--- src/hdl/artvs_ram.sv ---
// ----------------------------------------------------------------------------
// artvs_ram
// Simple dual-port RAM, one write and one registered read port, read-first.
// ----------------------------------------------------------------------------
module artvs_ram #(
  parameter int Width = 32,
  parameter int Depth = 32
) (
  input  logic                                   clk_i,
  input  logic                                   we_i,
  input  logic [((Depth > 1) ? $clog2(Depth) : 1)-1:0] waddr_i,
  input  logic [Width-1:0]                       wdata_i,
  input  logic [((Depth > 1) ? $clog2(Depth) : 1)-1:0] raddr_i,
  output logic [Width-1:0]                       rdata_o
);

  logic [Width-1:0] mem_q [Depth];
  logic [Width-1:0] rdata_q;

  // a read of the address being written returns the old contents
  always_ff @(posedge clk_i) begin
    if (we_i) begin
      mem_q[waddr_i] <= wdata_i;
    end
    rdata_q <= mem_q[raddr_i];
  end

  assign rdata_o = rdata_q;

endmodule

--- config.mk ---
export PLATFORM = sky130hd
export DESIGN_NAME = artvs_ram
export DESIGN_NICKNAME = d
export VERILOG_FILES = /design/src/hdl/artvs_ram.sv
export SDC_FILE = /design/constraint.sdc
export NUM_CORES = 1
export LEC_CHECK = 0
export BUFFER_PORTS_ARGS = -buffer_cell sky130_fd_sc_hd__buf_2
export CORE_ASPECT_RATIO = 0.5
export CORE_MARGIN = 5
export CORE_UTILIZATION = 40
export CTS_BUF_LIST = sky130_fd_sc_hd__clkbuf_4
export DETAILED_ROUTE_END_ITERATION = 10
export SKIP_LAST_GASP = 1
export SYNTH_ARGS = -nofsm -noshare
export SYNTH_HDL_FRONTEND = slang
export SYNTH_SLANG_ARGS = --single-unit
--- constraint.sdc ---
create_clock -name clk_i -period 6.4 [get_ports clk_i]
set_clock_uncertainty 0.05 [all_clocks]
set_input_delay 1.28 -clock clk_i [delete_from_list [all_inputs] [get_ports clk_i]]
set_output_delay 1.28 -clock clk_i [all_outputs]
set_load 0.005 [all_outputs]
Yosys cells after proc, flatten, opt, wreduce, memory -nomap -nowiden:

Memory sizes are Yosys's and may differ from the RTL's. A register that Yosys moved wholly into a read port is not among the register bits.
Index checks and enable logic that the tools add are counted.

* bits in latches: 0
* ROM bits: 0
* memories: 1
* memory bits (writable): 1024
* register bits: 0
* logic and storage cells: 3

Memory list
* mem_q: depth 32, bits a word 32, rd ports 1, clocked after Yosys merged registers in 1, write ports 1, line 17 `logic [Width-1:0] mem_q [Depth];`

* $lt $le $gt $ge: 0
* reductions and logical operators: 0
* bitwise gates (word level): 0
* $add $sub $neg: 0
* divide/modulo/power cells: 0
* $mul: 0
* shifts and indexed selects: 0
* equal/unequal tests: 0
* muxes and demuxes: 2

Operators with widths (number)
* $mux 1: 2

Longest topological paths before layout:

Gate-level depths: netlist of run 1.

* word-level depth: 2
* depth in mapped cells: 8

Worst setup path after synthesis of run 1:

OpenSTA, ideal clock, no wires.

* path kind: in2reg
* start: input waddr_i[1] in the netlist's numbering
* end: memory mem_q[12][0], enable pin
* data arrival time: 3.293 ns
* path slack: 2.636 ns
* buffers on the path: 1
* stages on the path: 3
* cell sequence: or3b_2 clkbuf_1 nor2_1

RTL lines
* from (decl): line 11 `input logic [((Depth > 1) ? $clog2(Depth) : 1)-1:0] waddr_i,`
* to (decl): line 17

No word-level cell before the write port.

Worst setup path in the final report of run 1:

* start: register rdata_q[11] (netlist: rdata_o[11]), read port of mem_q
* end: output rdata_o[11]

RTL lines
* from (decl): line 18 `logic [Width-1:0] rdata_q;`
* to (decl): line 14 `output logic [Width-1:0] rdata_o`

No word-level cell between the ends.

==> flow_metrics.py, run 1 <==
metrics = {
    "worst_setup_path": {
        "r2r-end": "rdata_o[23]$_DFF_P_",
        "arrival_ns": 1.86,
        "criticalPathCategory": "register to primary output",
        "crit_chain": "buf_2",
        "cp-end-kind": "primary output",
        "required_ns": 5.07,
        "critPathLaunchType": "register",
        "path_delay_family": "flip-flops",
        "critical_path_buf_inv_count": 1,
        "critPathMaxStageDelay_ns": 0.57,
        "r2r_cells": 5,
        "cp_slowest_cell": "dfxtp_1",
        "critPathMaxFanout": 1,
        "reg2reg_from": "mem_q[0][23]$_DFFE_PP_",
        "rrSetupSlack_ns": 4.81,
    },
    "synth": {
        "synth_top_area_share_pct": 75.95,
        "synth_area_per_cell_sq_um": 17.91,
        "syn_nets": 2304,
        "synth.ff_latch_count": 1056,
        "synth_cells": 2260,
        "yosysWarnings": 0,
        "syn_area_sq_um": 40490,
        "yosysUniqueCellTypes": 25,
        "yosys.area.top_type": "edfxtp_1",
        "ys_top_cells_by_area": "edfxtp_1, mux2i_1, a22oi_1",
        "synth.yosys.seq_area_share_pct": 77.54,
    },
    "grt": {
        "grt_max_degree": 72,
        "grt_pass1_vias": 21530,
        "grt_first_pass_wirelength_um": 148300,
        "antenna_found_initial": 10,
        "grt_use_total_pct": 18.73,
        "grt_overflow": 0,
    },
    "sta": {
        "period_share_pct": 49.82,
        "hold_viol": 0,
        "worst_pin_slew_ns": 1.405,
        "max_freq_mhz": 313.6,
        "max_slew_margin_pct": 6.118,
        "layout_min_cycle_time_ns": 3.189,
        "slew_violations": 0,
        "setup_violations": 0,
        "rsz0062_at_grt": "no",
        "fin_setup_tns_ns": 0,
    },
    "clock_tree": {
        "clk_pin_slew_ns": 0.07,
        "tritoncts": "yes",
        "cts_max_level": 4,
        "cts_hold_buf": 0,
        "post-cts-setup-buffers": 0,
        "postCtsResizedCells": 0,
        "insertion_delay_ns": 1.12,
        "numCtsBuffers": 236,
        "clkSinkCount": 1056,
        "cts_buffer_depth": 3,
        "clock-root-buffer": "clkbuf_4",
    },
    "pwr": {
        "power_switching_mw": 3.147,
        "pwr_density_cell_nw_per_um2": 303.2,
        "power_leakage_nw": 16.11,
        "power_frac_comb_pct": 5.2,
        "ir_drop_mv": 0.1341,
        "pwr-share-clk_pct": 39.1,
        "power.internal_mw": 10.73,
        "power_mw": 13.88,
        "swShare_pct": 22.67,
        "p_seq_share_pct": 55.7,
    },
    "routing": {
        "maxUsedRoutingLayer": "met5",
        "ant_nets": 0,
        "wl_per_cell_um": 25.27,
        "avgViaCountPerCell": 5.328,
        "wl_um": 102700,
        "route.met2.wl_um": 47330,
        "drcViolationCount": 0,
        "met1_length_um": 45370,
        "vias": 21650,
        "wl_met3_um": 7384,
        "drt_iter0_markers": 1853,
        "firstDrtPassIters": 5,
    },
    "floorplan": {
        "die_area_sq_um": 108100,
        "initial_core_util_pct": 40.39,
        "io_pins": 76,
        "dieWidth_um": 459.9,
        "coreArea_sq_um": 100200,
        "rows": 82,
        "die_h_um": 235.0,
    },
    "outcome": {
        "status": "complete, no violations",
    },
    "layout": {
        "fin_nets": 2549,
        "register_area_sq_um": 31390,
        "multiInputGateArea_sq_um": 8610,
        "final_common_cell": "edfxtp_1",
        "drive_gt1_share_pct": 21.14,
        "syn_to_final_growth_pct": 13.09,
        "fin_cells": 4063,
        "final_cell_mix": "edfxtp_1, mux2i_1, clkbuf_4, nand3_1, nand2_1",
        "nFillCells": 8623,
    },
    "placement": {
        "hpwl_um": 58270,
        "port_buffers": 75,
        "routabilityCongestion": 0.7820,
        "dp.cells": 3611,
    },
    "min_path": {
        "hp-start": "mem_q[16][0]$_DFFE_PP_",
        "holdPathStages": 4,
        "hp-class": "register to register",
        "hold_end": "rdata_o[0]$_DFF_P_",
    },
    "job": {
        "cap_violations": 0,
    },
}
==> worst max path at each step <==
stage	startpoint	end	slack [ns]	depth (start not counted)
5_1_grt	rdata_o[11]$_DFF_P_	rdata_o[11]	3.07	1
3_5_place_dp	raddr_i[0]	rdata_o[29]$_DFF_P_	2.43	7
4_1_cts	rdata_o[11]$_DFF_P_	rdata_o[11]	3.08	1
2_1_floorplan	waddr_i[1]	mem_q[12][0]$_DFFE_PP_	2.64	3
6_report	rdata_o[11]$_DFF_P_	rdata_o[11]	3.21	1
3_3_place_gp	raddr_i[0]	rdata_o[29]$_DFF_P_	2.46	7
==> cells by family (layout without fill, tap and decap cells) <==
kind of cell,after synthesis,count (layout),synth area share [%]
other,0,8,0
flip-flops,1056,1056,77.53
AO/OA/AOI/OAI,288,288,4.846
multiplexers,512,512,12.66
buffers and inverters,127,578,1.860
AND/OR/NAND/NOR,277,277,3.100
==> area by class of cell <==
type	instances	share of cell area, %
Timing Repair Buffer	134	1.919
Sequential cell	1056	68.56
Tap cell	1344	3.673
Multi-Input combinational cell	1077	18.81
Antenna cell	8	0.04373
Clock inverter	60	0.6996
Clock buffer	384	6.297
==> metrics by stage <==
step	setup slack, ns	hold slack [ns]	instance area (sq um)	util [%]
6_report	3.211	0.5419	45780	45.67
5_1_grt	3.070	0.5538	45780	45.67
4_1_cts	3.082	0.5105	45760	45.65
3_5_place_dp	2.428	0.5329	42560	42.46
3_3_place_gp	2.456	0.5352	42560	42.46
2_1_floorplan	2.636	0.5029	40490	-
==> power by group through the flow <==
stage	clock network (mW)	logic [mW]	registers [mW]
final	5.42	0.728	7.73
after detailed placement	0	0.732	7.89
after floorplan	0	0.397	7.86
after global routing	5.92	0.776	7.73
after CTS	5.53	0.733	7.73
after global placement	0	0.726	7.88
==> Yosys cell counts <==
| cell type | count |
|---|---|
| a22oi_1 | 96 |
| clkbuf_1 | 46 |
| nor2_1 | 34 |
| and2_1 | 1 |
| or2_2 | 1 |
| a22o_1 | 64 |
| buf_4 | 33 |
| a21oi_1 | 96 |
| buf_2 | 26 |
| nor3_1 | 32 |
| buf_1 | 5 |
| or3b_2 | 3 |
| buf_6 | 15 |
| nand3b_1 | 5 |
| dfxtp_1 | 32 |
| or3_1 | 1 |
| and2b_1 | 1 |
| mux2i_1 | 512 |
| clkbuf_4 | 2 |
| nand2b_1 | 2 |
| nand3_1 | 98 |
| a31oi_1 | 32 |
| nand2_1 | 98 |
| nor2b_1 | 1 |
| edfxtp_1 | 1024 |
==> state kept, by name, summed over array words and instances, names as in the netlist <==
| name | cells |
|---|---|
| mem_q | 1024 |
| rdata_o | 32 |
==> metal layers <==
layer  vias to the layer above  GRT usage [%]
met1                     11070          26.12
met3                       149          4.719
met5                         -              0
li1                       9668              -
met4                         8          6.554
met2                       752          28.69
(Power assumes the default switching activity.)
==> run 2: changes to the inputs <==
Clock period 6.4 ns to 2.57 ns, I/O delays scaled along.
==> run 2 against run 1 <==
Effect of this change: global-route usage increased by 0.71 points; combinational power rose to 2.7 times the previous value; sequential share of layout area decreased by 3.1 points; first-iteration DRC count rose by 6.9%; worst hold slack got worse by 0.29 ns; final area grew 4.7%.
==> flow_metrics.py, run 2 (synthesis results as in run 1) <==
metrics = {
    "job": {
        "cap_violations": 0,
    },
    "sta": {
        "hold_ws_ns": 0.2527,
        "worst_pin_slew_ns": 0.5955,
        "layout_min_cycle_time_ns": 2.531,
        "period_share_pct": 98.49,
        "max_freq_mhz": 395.1,
        "hold_viol": 0,
        "max_slew_margin_pct": 60.30,
        "slew_violations": 0,
        "rsz0062_at_grt": "no",
        "setup_violations": 0,
    },
    "min_path": {
        "holdPathStages": 4,
        "hp-class": "input port to register",
        "hold_end": "mem_q[5][10]$_DFFE_PP_",
        "hp-start": "waddr_i[2]",
    },
    "pwr": {
        "power_mw": 35.30,
        "ir_drop_mv": 0.3901,
        "pwr_density_cell_nw_per_um2": 736.6,
        "power_leakage_nw": 17.11,
    },
    "layout": {
        "top_register": "mem_q",
        "syn_to_final_growth_pct": 18.37,
        "final_common_cell": "edfxtp_1",
        "drive_gt1_share_pct": 23.80,
        "largest_reg_flops": 1024,
        "final_cell_mix": "edfxtp_1, mux2i_1, clkbuf_4, nand3_1",
        "final_cell_area_sq_um": 47920,
        "fin_cells": 4216,
        "fin_nets": 2697,
        "nFillCells": 8392,
    },
    "clock_tree": {
        "insertion_delay_ns": 1.11,
        "clkSinkCount": 1056,
        "cts_buffer_depth": 3,
        "tritoncts": "yes",
        "numCtsBuffers": 239,
        "clk_pin_slew_ns": 0.07,
        "cts_max_level": 4,
        "clock-root-buffer": "clkbuf_4",
        "post-cts-setup-buffers": 0,
    },
    "grt": {
        "antenna_found_initial": 5,
        "grt_use_total_pct": 19.43,
        "grt_first_pass_wirelength_um": 153200,
        "grt_overflow": 0,
        "grt_max_degree": 41,
        "grt_pass1_vias": 22540,
    },
    "worst_setup_path": {
        "r2r_cells": 6,
        "rrSetupSlack_ns": 0.88,
        "critPathLaunchType": "input port",
        "critPathMaxStageDelay_ns": 0.60,
        "arrival_ns": 3.46,
        "critPathMaxFanout": 34,
        "reg2reg_from": "mem_q[1][4]$_DFFE_PP_",
        "cp-end-kind": "register",
        "cp_slowest_cell": "dlygate4sd3_1",
        "criticalPathCategory": "input port to register",
        "required_ns": 3.50,
        "crit_chain": "dlygate4sd3_1 > buf_2 > nor2_4 > dlygate4sd3_1 > buf_12 > buf_4 > a22oi_1 > nand3_1 > nand3_1 > dlygate4sd3_1",
        "path_common_cell": "dlygate4sd3_1",
        "r2r-end": "rdata_o[4]$_DFF_P_",
    },
    "placement": {
        "placedInstanceArea_sq_um": 44140,
        "hpwl_um": 60220,
        "routabilityCongestion": 0.7618,
        "dp.cells": 3716,
        "port_buffers": 75,
    },
    "floorplan": {
        "die_area_sq_um": 108100,
        "rows": 82,
        "coreArea_sq_um": 100200,
        "initial_core_util_pct": 40.39,
        "dieWidth_um": 459.9,
        "io_pins": 76,
        "die_h_um": 235.0,
    },
    "outcome": {
        "status": "complete, no violations",
    },
    "routing": {
        "vias": 22590,
        "wl_per_cell_um": 25.13,
        "avgViaCountPerCell": 5.358,
        "wl_um": 106000,
        "firstDrtPassIters": 6,
        "ant_nets": 0,
        "drcViolationCount": 0,
        "drt_iter0_markers": 1981,
    },
}
## run 2: cell types whose count changed in the layout (fill, tap and decap cells not counted), moves of 5 or more
cell | previous run | this run
buf_12 | 4 | 67
buf_4 | 55 | 97
dlygate4sd3_1 | 0 | 40
clkinv_1 | 48 | 54
bufinv_16 | 3 | 8
## run 2: worst max path at each step
stage | startpoint | to
2_1_floorplan | waddr_i[1] | mem_q[12][0]$_DFFE_PP_
3_3_place_gp | raddr_i[0] | rdata_o[30]$_DFF_P_
6_report | raddr_i[1] | rdata_o[4]$_DFF_P_
3_5_place_dp | raddr_i[0] | rdata_o[30]$_DFF_P_
5_1_grt | raddr_i[1] | rdata_o[4]$_DFF_P_
4_1_cts | rdata_o[12]$_DFF_P_ | rdata_o[12]
## run 2: power by group
| part | total [mW] | internal [mW] | switching [mW] | leakage (nW) |
|---|---|---|---|---|
| clock network | 14.1 | 7.57 | 6.51 | 1.99 |
| registers | 19.2 | 19.1 | 0.113 | 9.49 |
| logic | 1.98 | 0.750 | 1.23 | 5.62 |
## run 2: per-stage QoR
step                TNS (ns)  setup slack (ns)  util (%)
floorplan            -186.59           -0.4281         -
global placement           0            0.2022     44.03
detailed placement         0            0.1920     44.03
CTS                        0           0.01375     47.79
global route               0           0.05705     47.81
finish                     0           0.03875     47.81
## run 2: cell type report
type / instances / area [sq um] / share of cell area (%)
diodes: 6 / 15.01 / 0.03133
clock buffers: 385 / 2890 / 6.031
clock inverters: 69 / 480.5 / 1.003
flip-flops and latches: 1056 / 31390 / 65.50
repair buffers: 279 / 2855 / 5.958
well taps: 1344 / 1682 / 3.509
multi-input cells: 1077 / 8610 / 17.97
## run 2: timing repair
action,CTS,global route
hold buffers,40,0
gates resized for setup,0,0
endpoints found under the setup margin,0,0
hold endpoints to repair,1040,0
## run 2: critical path, delay by kind of cell
| kind | cells | cell delay [ns] |
|---|---|---|
| buffers and inverters | 6 | 2.46 |
| AO/OA/AOI/OAI | 1 | 0.14 |
| AND/OR/NAND/NOR | 3 | 0.29 |
## run 2: routing by layer
metal  global-route usage, %  share of wire, %  up-vias
met3                   4.433               7.4      169
li1                        -                 -     9977
met1                   28.15                45    11560
met5                       0             0.011        -
met2                   29.11                45      887
met4                   6.439               2.4        2
